**src/hdl/stb_pkg.sv**
```systemverilog
// ============================================================================
// stb_pkg
// Types shared by the controller and datapath of the sorted table search.
// ============================================================================
package stb_pkg;

    typedef enum logic [1:0] {
        ACT_WRITE = 2'd0,
        ACT_EXACT = 2'd1,
        ACT_LOWER = 2'd2
    } action_t;

    typedef enum logic [1:0] {
        ST_IDLE,
        ST_READ,
        ST_CMP,
        ST_DONE
    } state_t;

    // Controller to datapath.
    typedef struct packed {
        logic wr;       // store the incoming entry
        logic load;     // capture key and window of a new search
        logic rd;       // read the entry at the midpoint
        logic step;     // narrow the window after a compare
        logic hit;      // exact search matched at the midpoint
        logic finish;   // move the result into the output register
    } cmd_t;

    // Datapath to controller.
    typedef struct packed {
        logic cont;     // window still holds entries to probe
        logic match;    // exact search compare found the key
        logic out_busy; // output register holds a word not yet taken
    } status_t;

endpackage

```
**src/hdl/stb_ctrl.sv**
```systemverilog
// ============================================================================
// stb_ctrl
// Sequencer of the search: one read and one compare per probe.
// ============================================================================
module stb_ctrl (
    input  logic              clk,
    input  logic              rst_n,
    input  logic              in_valid,
    output logic              in_ready,
    input  logic [1:0]        action,
    input  stb_pkg::status_t  status,
    output stb_pkg::cmd_t     cmd
);

    import stb_pkg::*;

    state_t state_reg;
    state_t state_next;

    always_ff @(posedge clk or negedge rst_n)
    begin
        if (!rst_n)
        begin
            state_reg <= ST_IDLE;
        end
        else
        begin
            state_reg <= state_next;
        end
    end

    always_comb
    begin
        state_next = state_reg;
        cmd        = '0;
        in_ready   = 1'b0;
        case (state_reg)
            ST_IDLE:
            begin
                in_ready = 1'b1;
                if (in_valid)
                begin
                    case (action_t'(action))
                        ACT_WRITE:
                        begin
                            cmd.wr = 1'b1;
                        end
                        ACT_EXACT, ACT_LOWER:
                        begin
                            cmd.load   = 1'b1;
                            state_next = ST_READ;
                        end
                        default:
                        begin
                            // Unused action code: the word is dropped.
                        end
                    endcase
                end
            end
            ST_READ:
            begin
                if (status.cont)
                begin
                    cmd.rd     = 1'b1;
                    state_next = ST_CMP;
                end
                else
                begin
                    state_next = ST_DONE;
                end
            end
            ST_CMP:
            begin
                if (status.match)
                begin
                    cmd.hit    = 1'b1;
                    state_next = ST_DONE;
                end
                else
                begin
                    cmd.step   = 1'b1;
                    state_next = ST_READ;
                end
            end
            ST_DONE:
            begin
                if (!status.out_busy)
                begin
                    cmd.finish = 1'b1;
                    state_next = ST_IDLE;
                end
            end
            default:
            begin
                state_next = ST_IDLE;
            end
        endcase
    end

endmodule

```
**config.mk**
```make
export PLATFORM = sky130hd
export DESIGN_NAME = stb_ctrl
export DESIGN_NICKNAME = d
export VERILOG_FILES = /design/src/hdl/stb_pkg.sv /design/src/hdl/stb_ctrl.sv
export SDC_FILE = /design/constraint.sdc
export NUM_CORES = 1
export LEC_CHECK = 0
export BUFFER_PORTS_ARGS = -buffer_cell sky130_fd_sc_hd__buf_2
export CAP_MARGIN = 20
export CORE_AREA = 10 10 47 49
export DETAILED_ROUTE_END_ITERATION = 16
export DIE_AREA = 0 0 57 59
export PLACE_DENSITY_LB_ADDON = 0.3
export SYNTH_ARGS = -nofsm -noshare
export SYNTH_HDL_FRONTEND = slang
export SYNTH_SLANG_ARGS = --single-unit
```
**constraint.sdc**
```tcl
create_clock -name clk -period 1.3 [get_ports clk]
set_input_delay 0.065 -clock clk [delete_from_list [all_inputs] [get_ports clk]]
set_output_delay 0.065 -clock clk [all_outputs]
set_load 0.005 [all_outputs]
```
Yosys cells after proc, flatten, opt, wreduce, memory -nomap -nowiden
Index checks and enable logic that the tools add are counted.
{"block": "word_totals", "reg_bits": 2, "inputBits": 8, "output_inout_bits": 7}
{"block": "op_classes", "eq_ne": 8, "mux": 18, "n_reduce_logical": 4}
{"operator": "2-to-1 mux 2 bit", "n": 7}
{"operator": "2-to-1 mux 1 bit", "n": 10}
{"operator": "case mux 2 bit (4 select lines)", "n": 1}
{"operator": "== test 2 bit (second input constant)", "n": 3}
{"operator": "== test 2 x 1 -> 1 bit (second input constant)", "n": 2}
{"operator": "logical NOT 2 bit", "n": 2}
{"operator": "inequality test 2 bit (second input constant)", "n": 2}
{"operator": "AND reduction 3 bit", "n": 1}
{"operator": "inequality test 2 x 1 -> 1 bit (second input constant)", "n": 1}
{"operator": "OR reduction 2 bit", "n": 1}

Longest topological paths before layout
Gate-level depths: netlist (run 1).
{"block": "depth", "depth_word": 5, "depth_mapped": 4, "ltp_nobuf": 4}

Worst setup path before layout (run 1)
No wires, ideal clock.
{"block": "synth_timing", "path_kind": "register to register", "from": "reg state_reg[0]", "to": "reg state_reg[0]", "setup_time_ps": 82, "arrival_time_ps": 737, "slack_ps": 481, "stages_incl_launch_ff": 3, "path_cell_list": "dfrtp_1 and3b_4 a31oi_1"}
{"block": "synth_via", "elab_chain_cells": 3, "elab_cells_between_ends": 9}
{"element": "start, declared", "line": "stb_ctrl.sv:17", "rtl": "state_t state_reg;"}
{"element": "start signal, assigned", "line": "stb_ctrl.sv:28", "rtl": "state_reg <= state_next;"}
{"element": "== test 2 bit or logical NOT 2 bit (tied branches)", "line": "stb_ctrl.sv:37", "rtl": "case (state_reg)"}
{"element": "inequality test 2 bit (no source line) or inequality test 2 x 1 -> 1 bit (tied branches)"}
{"element": "AND reduction 3 bit (no source line)"}
Parallel ways exist; a longest one is shown, timed or not.
A chain may end at the register's enable or synchronous reset.

==> summary.txt, run 1 <==
STA
  – Final setup violating endpoints: 0
  – Sum of negative setup slack: 0 ps
  – Post-layout worst setup margin: 149 ps
  – Worst hold slack: 120 ps
  – Max-Slew Margin vs Limit: 0.834
  – Final number of hold-violating endpoints: 0
  – Final number of max-transition violations: 0
  – Setup repair after global routing missed its margin: false
  – Final critical delay including setup and external delays: 1150 ps
  – Fin Clk Skew: roughly 0.094 ps
  – Peak clock frequency supported by timing: roughly 870 MHz
  – Fin crit share: 0.885
  – Actual slew at the worst max-slew pin: about 250 ps

Die
  – Die Width: roughly 57 um
  – Top-level port count: 15
  – Total die area: 3360 sq um
  – Y dimension of the die: 59 um
  – Placement row count: 14
  – Starting utilization of the core area: 0.110
  – Core area: ~1400 sq um

Setup path
  – Worst setup path startpoint: state_reg[0]$_DFFE_PN0P_
  – Crit Reg-Reg Startpoint: state_reg[0]$_DFFE_PN0P_
  – Crit path arrival time: approximately 1100 ps
  – Crit path launch type: flop
  – Critical path endpoint category: output port
  – Start-to-end type of the worst setup path: flop to output port
  – Endpoint required time on the critical path: approximately 1200 ps
  – Crit-path max FO: 8

Power
  – Proportion of power drawn by combinational gates: 0.398
  – Sequential group share of total power: 0.310
  – Static leakage power: about 0.00016 uW
  – Areal power density over the cells: between 1500 and 2000 nW/um^2
  – Power share of the clock group: 0.292
  – Sw Pwr: 171 uW
  – Total power draw: around 470 uW
  – Sw frac: 0.365
  – Pint: approximately 300 uW
  – VDD IR-drop max: slightly below 500 uV

Clock network
  – Num CTS Buffers: 3
  – # hold bufs at CTS: 1
  – Buffers inserted by post-CTS timing repair: 0
  – Clock transition at path regs: about 30 ps
  – Clock tree from TritonCTS: built
  – Post-CTS resize count: 0
  – Library cell used as clock root buffer: clkbuf_4
  – H-tree lvl count: 1
  – CTS Sinks: 2
  – Clock latency of the later-clocked register in the worst-skew pair: around 220 ps
  – Maximum clock path buffer count: 2

Job
  – Max-capacitance violation count: 0

Synthesis
  – Synthesized area divided by synthesized cell count: 8.55 sq um
  – Number of synthesized register bits: 2
  – Leading post-synthesis cells by cell area: dfrtp_1 (33%), and3_1 (8.1%), and3b_4 (8.1%)
  – Instance count of the mapped netlist: 18
  – Net count after synthesis: 27
  – Synth area leader: dfrtp_1
  – Proportion of netlist area held by the largest area contributor: 0.325
  – Post-Syn Area: around 150 sq um
  – Count of synthesis-stage warnings from yosys: 0
  – Sequential cell area fraction in the yosys report: 0.325
  – Library cells used by synthesis: 14

Hold path
  – Hold_sp: status[2]
  – Path category of the worst min-delay check: primary input to flop

GRT
  – Maximum number of pins on one net before global-route repair: 9
  – First-pass GRT wire length: a little under 800 um
  – Vias in the first global route: 215
  – Initial antenna violation count: 0
  – Total grt overflow: 0
  – Total global routing track utilization: 0.0320

Final layout
  – Area delta synth->final: 79.7%
  – ANT cells: 0
  – Post-layout nets: 47
  – Most common cell after layout, fill and taps aside: buf_2
  – Commonest cells after routing, fill and taps aside: buf_2 (14), inv_1 (3), clkbuf_4 (3)
  – Share of final-layout standard cells stronger than drive strength 1: 0.556
  – Flip-flop count of the largest register, all copies and words added: 2

Drt
  – Per-cell routed wire length: ~10 um
  – # DRC: 0
  – Via Count: between 200 and 250
  – Total Wirelength: ~530 um
  – Antenna Nets Post-Route: 0
  – Total iterations of the first detailed-routing run: 4
  – Detailed Route Iter0 Violations: 6
  – Via-per-instance ratio: 3.92

Status
  – Status: complete, no violations

Placement
  – Pre-CTS setup slack: 365 ps
  – Detailed placer's ending HPWL: about 450 um
  – PortBufs: 14
  – Final weighted congestion in routability-driven placement: roughly 0.7
==> worst paths after layout <==
path / endpoint / slack, ps / cells after the start
setup / recovery: cmd[4] / 150 / 3
hold reg to reg: state_reg[1]$_DFFE_PN0P_ / 590 / 2
hold / removal: state_reg[0]$_DFFE_PN0P_ / 120 / 3
setup reg to reg: state_reg[0]$_DFFE_PN0P_ / 390 / 2
min in group asynchronous: state_reg[0]$_DFFE_PN0P_ / 160 / 2
max in group asynchronous: state_reg[1]$_DFFE_PN0P_ / 1040 / 2
==> power groups by stage <==
stage | logic (uW) | registers (uW) | clock network (uW)
5_1_grt | 213 | 150 | 144
3_3_place_gp | 190 | 143 | 0
6_report | 186 | 145 | 136
3_5_place_dp | 188 | 148 | 0
4_1_cts | 192 | 147 | 144
2_1_floorplan | 109 | 133 | 0
==> Yosys cell counts <==
master / n
inv_1: 3
and3_1: 2
dfrtp_1: 2
a21oi_1: 1
a31oi_1: 1
and3_2: 1
and3b_4: 1
ha_1: 1
nand2b_1: 1
nand3b_1: 1
nor2_1: 1
nor2_2: 1
nor3_1: 1
nor3b_1: 1
==> final cells by class <==
class / count / area, sq um
repair buffers: 15 / 80.1
flip-flops and latches: 2 / 50.0
fillers: 161 / 1120
well taps: 16 / 20.0
multi-input cells: 13 / 92.6
clock buffers: 3 / 22.5
inverters: 3 / 11.3
==> per-layer routing <==
layer | vias to the layer above | GRT usage | routed length (um)
li1 | 98 | - | -
met1 | 87 | 0.0345 | 262
met2 | 17 | 0.0295 | 141
met3 | 2 | 0.0300 | 108
met4 | 0 | 0.0403 | 17
met5 | - | 0 | 0
==> worst max-delay path: stages, from the launching register on <==
cell     delay, ps
dfrtp_1        450
nor2_2         150
and3_1         160
buf_2          110
==> through the flow <==
step | area [sq um] | utilization | cells
final | 277 | 0.197 | 52
after global routing | 277 | 0.197 | 52
after CTS | 277 | 0.197 | 52
after detailed placement | 244 | 0.174 | 48
after global placement | 244 | 0.174 | 48
after floorplan | 154 | - | 18
==> logic make-up after synthesis <==
| kind of cell | count (synthesis) | share of synthesized area |
|---|---|---|
| simple gates | 10 | 0.447 |
| buf+inv | 3 | 0.0732 |
| compound gates | 2 | 0.0732 |
| flops | 2 | 0.325 |
| fa+ha+maj | 1 | 0.0813 |
(Power assumes the default switching activity.)
==> inputs of run 2 (changes only) <==
- RECOVER_POWER: default -> 25
==> summary.txt, run 2 (synthesis gave the netlist of run 1 again) <==
Status
  – Status: complete, no violations

Setup path
  – Reg2reg setup slack: ~390 ps
  – Start-to-end type of the worst setup path: flop to output port
  – Endpoint required time on the critical path: approximately 1200 ps
  – Buffers plus inverters on the worst setup path: 1
  – Worst setup path startpoint: state_reg[0]$_DFFE_PN0P_
  – Cell class contributing the biggest share of worst-path delay: flip-flops
  – Crit path launch type: flop
  – Count of cell instances traversed by the critical path: 3
  – Critical path endpoint category: output port
  – Crit path arrival time: ~1100 ps
  – Crit-path max FO: 8
  – CP cell instances: nor2_2, and3_1, buf_2
  – Timing endpoint of the critical path: cmd[4]
  – Max incr delay on CP: around 450 ps
  – Crit Reg-Reg Startpoint: state_reg[0]$_DFFE_PN0P_
  – Reg-to-reg critical path endpoint: state_reg[0]$_DFFE_PN0P_
  – Register-to-Register Path Depth: 2
  – Cell with the biggest individual delay on the critical path: dfrtp_1

Die
  – Y dimension of the die: a little under 60 um
  – Die Width: roughly 57 um
  – Top-level port count: 15
  – Core area: 1400 sq um
  – Total die area: 3360 sq um
  – Placement row count: 14
  – Starting utilization of the core area: 0.110

Final layout
  – Most common cell after layout, fill and taps aside: buf_2
  – Post-layout nets: 47
  – Flip-flop count of the largest register, all copies and words added: 2
  – Non-Filler Cell Area, Final: about 280 sq um
  – Count of filler cells inserted in the layout: about 160
  – ANT cells: 0
  – Commonest cells after routing, fill and taps aside: buf_2 (13), inv_1 (3), clkbuf_4 (3)
  – Share of final-layout standard cells stronger than drive strength 1: 0.528
  – Area delta synth->final: 78.9%

Drt
  – Via Count: approximately 200
  – # DRC: 0
  – Total iterations of the first detailed-routing run: 4
  – Per-cell routed wire length: ~10 um
  – Total Wirelength: approximately 530 um
  – Detailed Route Iter0 Violations: 6
  – Antenna Nets Post-Route: 0
  – Via-per-instance ratio: between 3 and 4

Hold path
  – Path category of the worst min-delay check: primary input to flop
  – Hold_sp: status[2]

GRT
  – Vias in the first global route: ~220
  – Maximum number of pins on one net before global-route repair: 9
  – Total global routing track utilization: 0.0320
  – Initial antenna violation count: 0
  – First-pass GRT wire length: between 700 and 800 um
  – Total grt overflow: 0

Clock network
  – Buffers inserted by post-CTS timing repair: 0
  – Clock latency of the later-clocked register in the worst-skew pair: approximately 220 ps
  – H-tree lvl count: 1
  – CTS Sinks: 2
  – Clock transition at path regs: 30 ps
  – Maximum clock path buffer count: 2
  – Num CTS Buffers: 3
  – Library cell used as clock root buffer: clkbuf_4
  – Clock tree from TritonCTS: built

Power
  – Total power draw: 466 uW
  – Areal power density over the cells: approximately 1700 nW/um^2
  – Static leakage power: ~0.00016 uW
  – VDD IR-drop max: 492 uV

STA
  – Final critical delay including setup and external delays: between 1000 and 1500 ps
  – Final number of hold-violating endpoints: 0
  – Final number of max-transition violations: 0
  – Fin crit share: 0.885
  – Actual slew at the worst max-slew pin: between 200 and 250 ps
  – Peak clock frequency supported by timing: slightly below 900 MHz
  – Fin Clk Skew: 0.0938 ps
  – Setup repair after global routing missed its margin: false
  – Sum of negative setup slack: 0 ps
  – Final setup violating endpoints: 0
  – Max-Slew Margin vs Limit: 0.834

Placement
  – Dpl cell area: ~240 sq um
  – PortBufs: 14
  – Detailed placer's ending HPWL: roughly 450 um
  – Final weighted congestion in routability-driven placement: 0.687

Job
  – Max-capacitance violation count: 0
[run 2: cell count changes in the layout (fill, tap and decap cells not counted), sizes merged]
| cell | change |
|---|---|
| clkbuf | +1 |
| buf | -1 |
[run 2: layout make-up]
type | instances | area, sq um | area share
Inverter | 3 | 11.3 | 0.0409
Timing Repair Buffer | 15 | 78.8 | 0.286
Clock buffer | 3 | 22.5 | 0.0818
Tap cell | 16 | 20.0 | 0.0727
Sequential cell | 2 | 50.0 | 0.182
Multi-Input combinational cell | 13 | 92.6 | 0.336
[run 2: tightest hold or removal path: stages]
cell and delay, ps:
buf_2 80, nand2b_1 80, a31oi_1 70
[run 2: power by group]
| part | internal (uW) | switching (uW) | leakage (uW) |
|---|---|---|---|
| sequential | 94.0 | 50.6 | 0.0000222 |
| clock | 102 | 34.7 | 0.0000138 |
| combinational | 100 | 85.3 | 0.000124 |
| total | 296 | 171 | 0.000160 |
[run 2: metrics by stage]
stage	setup slack [ps]	std cells	hold WS, ps	util
detailed placement	365	48	-142	0.174
global placement	376	48	-147	0.174
CTS	124	52	115	0.197
finish	149	52	120	0.196
floorplan	481	18	-231	-
global route	62.8	52	136	0.196
[run 2: per-layer routing]
| metal | vias up | global-route usage | part of all wire |
|---|---|---|---|
| met5 | - | 0 | 0 |
| met4 | 0 | 0.0403 | 0.032 |
| met3 | 2 | 0.0300 | 0.20 |
| met2 | 17 | 0.0295 | 0.27 |
| met1 | 87 | 0.0345 | 0.50 |
| li1 | 98 | - | - |
[run 2: how the worst min path moves through the flow]
stage,to,slack (ps),cells after the start
final,state_reg[0]$_DFFE_PN0P_,120,3
after global routing,state_reg[0]$_DFFE_PN0P_,140,3
after CTS,state_reg[0]$_DFFE_PN0P_,120,3
after detailed placement,state_reg[0]$_DFFE_PN0P_,-140,1
after global placement,state_reg[0]$_DFFE_PN0P_,-150,1
after floorplan,state_reg[0]$_DFFE_PN0P_,-230,0
[run 2: timing repair]
action                    4_1_cts  5_1_grt
hold buffers                    1        0
resized for setup               0        0
hold endpoints to repair        2        0
==> inputs of run 3 (changes only) <==
- MAX_ROUTING_LAYER: default -> met4
==> summary.txt, run 3 (synthesis gave the netlist of run 1 again) <==
Placement
  – Final weighted congestion in routability-driven placement: 0.694
  – Detailed placer's ending HPWL: around 450 um
  – Placed cell count: 48
  – Pre-CTS setup slack: around 370 ps
  – PortBufs: 14
  – Dpl cell area: 244 sq um

Drt
  – # DRC: 0
  – Total iterations of the first detailed-routing run: 4
  – Via-per-instance ratio: 3.92
  – Total Wirelength: 529 um
  – Antenna Nets Post-Route: 0
  – Via Count: between 200 and 250
  – Per-cell routed wire length: 10.2 um
  – Detailed Route Iter0 Violations: 6

Power
  – Pint: 296 uW
  – Areal power density over the cells: about 1700 nW/um^2
  – Static leakage power: 0.000160 uW
  – Sequential group share of total power: 0.310
  – Sw frac: 0.366
  – Proportion of power drawn by combinational gates: 0.398
  – Sw Pwr: ~170 uW
  – VDD IR-drop max: about 490 uV
  – Power share of the clock group: 0.292

Clock network
  – Num CTS Buffers: 3
  – Post-CTS resize count: 0
  – Library cell used as clock root buffer: clkbuf_4
  – CTS Sinks: 2
  – Clock latency of the later-clocked register in the worst-skew pair: 220 ps
  – Clock transition at path regs: roughly 30 ps
  – Maximum clock path buffer count: 2
  – # hold bufs at CTS: 1
  – Clock tree from TritonCTS: built
  – Buffers inserted by post-CTS timing repair: 0
  – H-tree lvl count: 1

Setup path
  – Crit-path max FO: 8
  – Start-to-end type of the worst setup path: flop to output port
  – Endpoint required time on the critical path: about 1200 ps
  – Crit path launch type: flop
  – Critical path endpoint category: output port
  – Crit path arrival time: 1090 ps

GRT
  – Total grt overflow: 0
  – Initial antenna violation count: 0
  – Vias in the first global route: about 220
  – Total global routing track utilization: 0.0329
  – Maximum number of pins on one net before global-route repair: 9
  – First-pass GRT wire length: approximately 800 um

STA
  – Actual slew at the worst max-slew pin: between 200 and 250 ps
  – Fin crit share: 0.885
  – Setup repair after global routing missed its margin: false
  – Final setup violating endpoints: 0
  – Sum of negative setup slack: 0 ps
  – Peak clock frequency supported by timing: 869 MHz
  – Final number of max-transition violations: 0
  – Fin Clk Skew: roughly 0.094 ps
  – Final number of hold-violating endpoints: 0
  – Final critical delay including setup and external delays: between 1000 and 1500 ps
  – Max-Slew Margin vs Limit: 0.834
  – Post-layout worst setup margin: approximately 150 ps

Final layout
  – Combined area of the multi-input logic cells: between 90 and 100 sq um
  – Final standard cell count with taps included and fillers excluded: between 50 and 60
  – Commonest cells after routing, fill and taps aside: buf_2 (13), inv_1 (3), clkbuf_4 (3)
  – Share of final-layout standard cells stronger than drive strength 1: 0.528
  – Area delta synth->final: 78.9%
  – Flip-flop count of the largest register, all copies and words added: 2
  – ANT cells: 0
  – Non-Filler Cell Area, Final: ~280 sq um
  – Post-layout nets: 47
  – Count of filler cells inserted in the layout: 162
  – Most common cell after layout, fill and taps aside: buf_2
  – Sequential Area: approximately 50 sq um

Die
  – Total die area: around 3400 sq um
  – Starting utilization of the core area: 0.110
  – Placement row count: 14
  – Y dimension of the die: a little under 60 um
  – Core area: roughly 1400 sq um
  – Top-level port count: 15
  – Die Width: roughly 57 um

Status
  – Status: complete, no violations

Job
  – Max-capacitance violation count: 0

Hold path
  – Path category of the worst min-delay check: primary input to flop
==> run 3: cell counts in the layout (fill, tap and decap cells not counted) <==
No cell type changed its count.
==> run 3: through the flow <==
| step | power (uW) | hold WS [ps] | utilization |
|---|---|---|---|
| 2_1_floorplan | 242 | -231 | - |
| 3_3_place_gp | 332 | -147 | 0.174 |
| 3_5_place_dp | 335 | -142 | 0.174 |
| 4_1_cts | 482 | 115 | 0.197 |
| 5_1_grt | 505 | 136 | 0.196 |
| 6_report | 466 | 120 | 0.196 |
==> run 3: routing by layer <==
metal	GRT usage	share of wire	up-vias	routed length (um)
met2	0.0295	0.27	17	141
met3	0.0236	0.16	2	84
li1	-	-	98	-
met4	0.0403	0.032	0	17
met5	-	0	-	0
met1	0.0380	0.54	87	286
==> run 3: final timing paths <==
path	startpoint	endpoint	slack, ps	cells past startpoint
setup / recovery	state_reg[0]$_DFFE_PN0P_	cmd[4]	150	3
hold / removal	status[2]	state_reg[0]$_DFFE_PN0P_	120	3
setup reg to reg	state_reg[0]$_DFFE_PN0P_	state_reg[0]$_DFFE_PN0P_	390	2
hold reg to reg	state_reg[1]$_DFFE_PN0P_	state_reg[1]$_DFFE_PN0P_	590	2
max in group asynchronous	rst_n	state_reg[1]$_DFFE_PN0P_	990	2
min in group asynchronous	rst_n	state_reg[0]$_DFFE_PN0P_	170	2
==> run 3: final cells by class <==
class,count,share of cell area
clock buffers,3,0.0818
inverters,3,0.0409
multi-input cells,13,0.336
flip-flops and latches,2,0.182
well taps,16,0.0727
repair buffers,15,0.286
==> run 3: critical path: stages, from the launching register on <==
cell and delay (ps):
dfrtp_1 450, nor2_2 150, and3_1 160, buf_2 110
==> run 3: power groups by stage <==
| stage | Sequential, uW | Clock (uW) | Combinational [uW] |
|---|---|---|---|
| finish | 145 | 136 | 185 |
| global route | 150 | 144 | 212 |
| CTS | 147 | 144 | 192 |
| detailed placement | 148 | 0 | 188 |
| global placement | 143 | 0 | 190 |
| floorplan | 133 | 0 | 109 |
